<file path="config.mk">
export PLATFORM = sky130hd
export DESIGN_NAME = lpce_out_buf
export DESIGN_NICKNAME = d
export VERILOG_FILES = /design/src/design/lpce_pkg.sv /design/src/design/lpce_out_buf.sv
export SDC_FILE = /design/constraint.sdc
export NUM_CORES = 1
export LEC_CHECK = 0
export ABC_CLOCK_PERIOD_IN_PS = 6800
export BUFFER_PORTS_ARGS = -buffer_cell sky130_fd_sc_hd__buf_2
export CAP_MARGIN = 20
export CORE_UTILIZATION = 55
export DETAILED_ROUTE_END_ITERATION = 6
export PLACE_DENSITY = 0.87
export SLEW_MARGIN = 20
export SYNTH_ARGS = -nofsm -noshare
export SYNTH_HDL_FRONTEND = slang
export SYNTH_SLANG_ARGS = --single-unit
export TNS_END_PERCENT = 100
</file>
<file path="constraint.sdc">
create_clock -name aclk -period 6.8 [get_ports aclk]
set_input_delay 0 -clock aclk [delete_from_list [all_inputs] [get_ports aclk]]
set_output_delay 0 -clock aclk [all_outputs]
set_load 0.1 [all_outputs]
</file>
<file path="src/design/lpce_pkg.sv">
package lpce_pkg;

    localparam int CODE_W    = 64;
    localparam int LEN_W     = 7;
    localparam int FIXED_W   = 32;
    localparam int CFG_W     = 6;
    localparam int S_TDATA_W = 72;
    localparam int M_TDATA_W = 40;

    localparam logic [LEN_W-1:0] MAX_LEN   = 7'd64;
    localparam logic [CFG_W-1:0] CFG_RESET = 6'd8;

    typedef enum logic {
        MODE_TEXT  = 1'b0,
        MODE_FLUSH = 1'b1
    } mode_t;

    // one pending code word; nxt is the index of its next unsent bit
    typedef struct packed {
        logic [LEN_W-1:0]  nxt;
        logic [LEN_W-1:0]  len;
        logic [CODE_W-1:0] code;
    } entry_t;

    typedef struct packed {
        logic               overflow;
        logic               stack_empty;
        logic               dynamic_bit;
        logic [FIXED_W-1:0] fixed_bits;
    } result_t;

endpackage

</file>
<file path="src/design/lpce_out_buf.sv">
module lpce_out_buf import lpce_pkg::*; (
    input  logic    aclk,
    input  logic    aresetn,
    input  logic    in_valid,
    output logic    in_ready,
    input  result_t in_data,
    output logic    out_valid,
    input  logic    out_ready,
    output result_t out_data
);

    result_t head_reg, head_next;
    result_t tail_reg, tail_next;
    logic    head_valid_reg, head_valid_next;
    logic    tail_valid_reg, tail_valid_next;
    logic    push, pop;

    assign in_ready  = !tail_valid_reg;
    assign out_valid = head_valid_reg;
    assign out_data  = head_reg;
    assign push      = in_valid && in_ready;
    assign pop       = head_valid_reg && out_ready;

    always_comb begin
        head_next       = head_reg;
        tail_next       = tail_reg;
        head_valid_next = head_valid_reg;
        tail_valid_next = tail_valid_reg;
        if (pop) begin
            if (tail_valid_reg) begin
                head_next       = tail_reg;
                tail_valid_next = 1'b0;
            end else begin
                head_valid_next = 1'b0;
            end
        end
        if (push) begin
            if (!head_valid_next) begin
                head_next       = in_data;
                head_valid_next = 1'b1;
            end else begin
                tail_next       = in_data;
                tail_valid_next = 1'b1;
            end
        end
    end

    always_ff @(posedge aclk) begin
        if (!aresetn) begin
            head_valid_reg <= 1'b0;
            tail_valid_reg <= 1'b0;
        end else begin
            head_valid_reg <= head_valid_next;
            tail_valid_reg <= tail_valid_next;
        end
        head_reg <= head_next;
        tail_reg <= tail_next;
    end

endmodule

</file>
==> out/metrics.csv <==
metric;value;unit
grt_max_degree;38;
first_pass_iters;4;
postCtsHoldBufs;38;
synthTopCellsByArea;edfxtp_1 (38%), dfxtp_1 (27%), nand2_1 (9.8%), a31oi_2 (9.1%), nor3_1 (6.4%);
min_path_cells;4;
switching_share;39.7;%
power-per-cell-area;335;nW/um^2
antenna_cells;0;
die_w;72.7;um
seq_area_frac_synth;65.2;%
synth_ff_type;dfxtp_1;
viasPerCell;5.37;
grt_pass1_vias;2190;
grt_pass1_wl;10.3;mm
antenna_found_initial;0;
pwr-share-seq;41.1;%
post_cts_buffers;0;
drc;0;
gp_congestion;0.840;
drive_gt1_share;32.7;%
async_flop_share;0;%
clockPowerShare;27.7;%
p_switching;0.495;mW
period_needed;2.39;ns
dp_hpwl;3.63;mm
chipHeight;72.7;um
cts_resized;0;
num-nets-final;392;
yosys_warnings;0;
cts_tree;done;
worst_slew_pin_slew;0.879;ns
irDropWorstVdd;0.273;mV
area_growth;35.6;%
synth_common_cells;nand2_1 (72), dfxtp_1 (37), edfxtp_1 (35), nor3_1 (35), a31oi_2 (20);
min_from;out_ready;
core_area;4750;um^2
hold_class;in -> reg;
die_area;5290;um^2
power.internal;0.753;mW
clock_tree.buffer_depth;2;
r2r_cells;2;
cp-start-kind;flip-flop;
synth.avg_cell_area;11.2;um^2
initial_core_util;57.8;%
drtIter0Drc;158;
synth_edf_count;35;
power_leakage;1.51;nW
cts_buffers;9;
syn_nets;284;
post-route-period-util;35.1;%
ant_nets;0;
timing.final.ws_setup;4.41;ns
crit_fanout;37;
yosys.cell_count.top_type;nand2_1;
clock.fmax;0.419;GHz
max_slew_margin;41.4;%
status;completed;
setup_viol;0;
cts.sinks;72;
r2r-start;out_valid;
num_io_pins;76;
cp-startpoint;out_valid;
routedWlPerCell;15.5;um
grt-ovfl-total;0;
rsz0062_at_grt;false;
syn_inst;245;
rows;25;
clkTransAtPathRegs;0.07;ns
grtUsageTotal;26.5;%
final_max_slew_viol_count;0;
worst_ep_required_time;6.77;ns
finalWirelength;6.60;mm
fin_tns_setup;0;ns
worstPathArrival;2.35;ns
end_kind;flip-flop;
pre_cts_ws;4.41;ns
vias;2281;
syn_area;2750;um^2
ys_types;21;
synth_top_area_share;38.2;%
portBuffers;75;
ys_ff_latch;72;
utilization;78.4;%
crit_type;reg -> reg;
drv_cap;0;
hold_viol_final;0;
comb_power_share;31.2;%
synth_top_area_cell;edfxtp_1;
clk_latency;0.34;ns
htree_levels;3;
root_buffer;clkbuf_8;
fin_skew;0.00967;ns
-- worst max-delay path, stage by stage (launching register included) --
cell and delay, ns:
dfxtp_1 0.42, nor2b_4 0.74, and3_2 0.86
-- cell type report --
class                           count  area (um^2)
Fill cell                         328         1030
Timing Repair Buffer              116          778
Clock inverter                      3         21.3
Clock buffer                       13          190
Inverter                            2         7.51
Sequential cell                    72         1790
Multi-Input combinational cell    152          856
Tap cell                           67         83.8
-- layer usage --
layer  global-route usage, %  up-vias  wire (um)
li1                        -     1083          -
met1                    33.1     1071       2810
met2                    43.8      107       3260
met3                    6.91       20        369
met4                    10.9        0        161
met5                       0        -          0
-- per-stage QoR --
stage | cells | total power [mW] | hold slack (ns) | area (um^2)
after floorplan | 245 | 0.833 | 0.0989 | 2750
after global placement | 371 | 0.886 | 0.197 | 3140
after detailed placement | 371 | 0.891 | 0.194 | 3140
after CTS | 425 | 1.24 | 0.118 | 3730
after global routing | 425 | 1.28 | 0.161 | 3730
final | 425 | 1.25 | 0.123 | 3730
-- cell usage in the layout (no fill, tap or decap), types with 2 or more instances in the layout --
master,count
buf_4,3
clkbuf_8,12
inv_1,2
a31oi_2,20
nand2_1,72
edfxtp_1,35
nor3_1,35
a31oi_1,15
dfxtp_1,37
dlygate4sd3_1,38
buf_2,75
-- cells by family after synthesis --
family                 Yosys count  synth area share (%)
DFF                             72                  65.2
and+or+nand+nor                114                  17.7
buffers and inverters           21                  4.05
AOI/OAI and AO/OA               38                  13.1
-- power groups by stage --
stage | logic, mW | clock network, mW | registers (mW)
final | 0.389 | 0.346 | 0.513
after global routing | 0.403 | 0.362 | 0.517
after CTS | 0.387 | 0.344 | 0.513
after detailed placement | 0.369 | 0 | 0.522
after global placement | 0.364 | 0 | 0.521
after floorplan | 0.0707 | 0 | 0.762
-- worst paths after layout --
check / endpoint / slack [ns]
setup / recovery: tail_reg[1] / 4.41
hold / removal: out_valid / 0.12
setup reg to reg: tail_reg[1] / 4.41
hold reg to reg: out_data[21] / 0.47
No activity file was read; power rests on OpenSTA's default activity.
