$ cat config.mk
export PLATFORM = sky130hd
export DESIGN_NAME = lpce_ram
export DESIGN_NICKNAME = d
export VERILOG_FILES = /design/src/design/lpce_pkg.sv /design/src/design/lpce_ram.sv
export SDC_FILE = /design/constraint.sdc
export NUM_CORES = 1
export LEC_CHECK = 0
export BUFFER_PORTS_ARGS = -buffer_cell sky130_fd_sc_hd__buf_2
export CORE_MARGIN = 3
export CORE_UTILIZATION = 52
export DETAILED_ROUTE_END_ITERATION = 12
export GPL_TIMING_DRIVEN = 0
export PLACE_DENSITY = 0.79
export SLEW_MARGIN = 20
export SYNTH_ARGS = -nofsm -noshare
export SYNTH_HDL_FRONTEND = slang
export SYNTH_SLANG_ARGS = --single-unit
$ cat constraint.sdc
create_clock -name aclk -period 1.9 [get_ports aclk]
set_clock_uncertainty 0.15 [all_clocks]
set_input_delay 0.19 -clock aclk [delete_from_list [all_inputs] [get_ports aclk]]
set_output_delay 0.19 -clock aclk [all_outputs]
set_load 0.005 [all_outputs]
$ cat src/design/lpce_pkg.sv
package lpce_pkg;

    localparam int CODE_W    = 64;
    localparam int LEN_W     = 7;
    localparam int FIXED_W   = 32;
    localparam int CFG_W     = 6;
    localparam int S_TDATA_W = 72;
    localparam int M_TDATA_W = 40;

    localparam logic [LEN_W-1:0] MAX_LEN   = 7'd64;
    localparam logic [CFG_W-1:0] CFG_RESET = 6'd8;

    typedef enum logic {
        MODE_TEXT  = 1'b0,
        MODE_FLUSH = 1'b1
    } mode_t;

    // one pending code word; nxt is the index of its next unsent bit
    typedef struct packed {
        logic [LEN_W-1:0]  nxt;
        logic [LEN_W-1:0]  len;
        logic [CODE_W-1:0] code;
    } entry_t;

    typedef struct packed {
        logic               overflow;
        logic               stack_empty;
        logic               dynamic_bit;
        logic [FIXED_W-1:0] fixed_bits;
    } result_t;

endpackage

$ cat src/design/lpce_ram.sv
module lpce_ram import lpce_pkg::*; #(
    parameter int WIDTH = 8,
    parameter int DEPTH = 16
) (
    input  logic                     aclk,
    input  logic                     wr_en,
    input  logic [$clog2(DEPTH)-1:0] wr_addr,
    input  logic [WIDTH-1:0]         wr_data,
    input  logic [$clog2(DEPTH)-1:0] rd_addr,
    output logic [WIDTH-1:0]         rd_data
);

    logic [WIDTH-1:0] mem_reg [DEPTH];
    logic [WIDTH-1:0] rd_data_reg;

    always_ff @(posedge aclk) begin
        if (wr_en) begin
            mem_reg[wr_addr] <= wr_data;
        end
        rd_data_reg <= mem_reg[rd_addr];
    end

    assign rd_data = rd_data_reg;

endmodule

==> impl_metrics.json <==
{
  "final_nets": 298,
  "required_ns": 2.13,
  "async_flop_share_pct": 0,
  "comb_power_share_pct": 4.7,
  "cts_buffer_depth": 2,
  "path_max_fanout": 1,
  "p_clk_share_pct": 47.7,
  "p_leak_uw": 0.002061,
  "pwr-share-seq_pct": 47.6,
  "switching_share_pct": 20.32,
  "drive_above_1_share_pct": 30.03,
  "arrival_ns": 1.83,
  "synth_area_per_cell_um2": 22.48,
  "syn-cell-area_mm2": 0.005147,
  "gp_congestion": 0.7441,
  "ys_types": 19,
  "wirelength_mm": 10.06,
  "r2r-end": "rd_data[7]",
  "die_h_um": 105.5,
  "h-tree-depth": 4,
  "rows": 35,
  "ys.flop_type": "edfxtp_1",
  "clk_pin_slew_ns": 0.06,
  "endpoint_kind": "flip-flop",
  "rsz0062_at_grt": "false",
  "hp-class": "in2reg",
  "fin_ws_ns": 0.3014,
  "drc": 0,
  "cts_buffers": 17,
  "critical_path_class": "reg2reg",
  "period_share_pct": 84.14,
  "synth_area_leaders": "edfxtp_1 75%, mux4_2 7.9%, mux4_1 7.1%, dfxtp_1 3.1%, a22oi_1 2.3%",
  "num-fill-cells": 596,
  "cp_slowest_stage_delay_ns": 0.48,
  "maxSlewViolCount": 0,
  "r2r-start": "mem_reg[3][7]",
  "dr.pass1.iters": 5,
  "grt_antenna_before_repair": 0,
  "internal_power_uw": 5639,
  "grt_pass1_vias": 2524,
  "num_vias": 2480,
  "reg2regPathDepth": 3,
  "vias_per_cell": 5.877,
  "ctsRootBufferMaster": "clkbuf_8",
  "seq_area_mm2": 0.004004,
  "fin_crit_ns": 1.599,
  "core_area_mm2": 0.009415,
  "largest_reg_flops": 128,
  "synth_cells": 229,
  "clock.fmax_ghz": 0.6256,
  "cpMaxStageDelayCell": "mux4_2",
  "synth_top_cell_area_share_pct": 74.67,
  "clock_sink_count": 136,
  "drtIter0Drc": 210,
  "grt_pass1_wl_mm": 15.37,
  "path_buf_inv": 0,
  "path_delay_family": "multiplexers",
  "hold-path-cell-count": 4,
  "wl_per_cell_um": 23.84,
  "worst_setup_path_start_kind": "flip-flop",
  "post-route-util_pct": 65.26,
  "ioPinCount": 26,
  "outcome": "finished clean",
  "overflow": 0,
  "synth_largest_area_cell": "edfxtp_1",
  "yosys_warnings": 0,
  "num_antenna_cells": 0,
  "grt_max_degree": 17,
  "min_from": "rd_addr[1]",
  "tightestPinTransition_ns": 0.8140,
  "maxCapViolCount": 0,
  "dp_worst_setup_slack_ns": -0.1346,
  "track_usage_pct": 19.47,
  "multi_input_comb_area_mm2": 0.001077,
  "die_x_um": 105.5,
  "power_density_mw_per_mm2": 1152,
  "setup_viol": 0,
  "ant_nets": 0,
  "rrSetupSlack_ns": 0.30,
  "finalSetupTns_ns": 0,
  "hold_viol_final": 0,
  "max_slew_margin_pct": 45.53,
  "start_util_pct": 54.67,
  "cts_tree": "yes",
  "die_area_mm2": 0.01113,
  "syn_nets": 247,
  "p_sw_uw": 1438,
  "numPortBuffers": 24,
  "syn_to_final_growth_pct": 19.37,
  "hold_end": "rd_data[0]",
  "ir_drop_mv": 0.6041,
  "ys_seq_area_share_pct": 77.78,
  "synth_seq_cells": 136,
  "clock_latency_ns": 0.51,
  "dp_hpwl_mm": 5.874,
  "cp_cell_sequence": "mux4_2 > a22oi_1 > nand2_1",
  "synth_edf_count": 128
}
## worst reg2reg max path, delay by kind of cell, from the launching register on
family          cells  cell delay (ns)
mux                 1             0.48
compound gates      1             0.33
flops               1             0.38
simple gates        1             0.12
## how the worst max path moves through the flow
stage	from	end	slack, ns	cells after the start
final	mem_reg[3][7]	rd_data[7]	0.30	3
after global routing	mem_reg[3][7]	rd_data[7]	0.28	3
after CTS	mem_reg[3][7]	rd_data[7]	0.33	3
after detailed placement	wr_addr[2]	mem_reg[2][1]	-0.13	3
after global placement	wr_addr[2]	mem_reg[0][0]	-0.41	3
after floorplan	wr_addr[2]	mem_reg[0][0]	0.07	2
## layer usage
layer	GRT usage [%]	routed length [µm]	share of wire, %
met1	29.22	4244	42
met2	28.60	4834	48
met4	5.643	163	1.6
met5	0	0	0
met3	5.144	820	8.1
## final cells by class
type,count,area share (%)
clock buffers,18,6.801
plain buffers,10,1.405
flip-flops and latches,136,65.16
well taps,129,2.627
multi-input cells,83,17.53
repair buffers,32,3.258
clock inverters,14,3.217
## stage by stage
step	cell area [µm²]	hold WS, ns	power (µW)	std cells
floorplan	5147	0.1389	3603	229
global placement	5429	0.4168	3730	382
detailed placement	5439	0.4197	3749	382
CTS	6135	0.007734	7106	422
global route	6145	0.05628	7285	422
finish	6145	0.05490	7077	422
## power by group through the flow
stage	combinational, µW	sequential (µW)	clock (µW)
floorplan	170	3430	0
global placement	303	3430	0
detailed placement	316	3430	0
CTS	333	3370	3400
global route	360	3380	3550
finish	332	3370	3370
## cell families after synthesis
logic type      Yosys count  share of synthesized area (%)
compound gates           16                          2.334
buf+inv                  10                          1.677
flops                   136                          77.78
mux                      32                          15.02
simple gates             35                          3.184
## cells in the mapped netlist (2+ instances only)
cell type,instances
nand2_1,9
nor3_1,4
mux4_2,18
nor2_1,13
clkdlybuf4s25_2,3
buf_6,3
buf_2,3
mux4_1,14
edfxtp_1,128
nand2b_1,2
nand3b_1,2
a22oi_1,16
dfxtp_1,8
## repair_timing
action                                 in CTS  in global routing
buffers inserted                            0                  0
resized for setup                           0                  0
hold buffers                                8                  0
endpoints found under the hold margin     128                  0
## cells in the final DEF (no fill, tap or decap), types with 2 or more instances in the layout
master	count
mux4_1	14
dfxtp_1	8
nand2_1	9
mux4_2	18
nor3_2	4
clkbuf_16	16
a22oi_1	16
buf_2	27
nor2_1	13
edfxtp_1	128
inv_6	3
nand2b_1	2
clkdlybuf4s25_2	3
clkinvlp_4	5
nand3b_1	2
bufinv_16	4
dlygate4sd3_1	8
buf_6	3
Power figures use the tool's default switching activity.
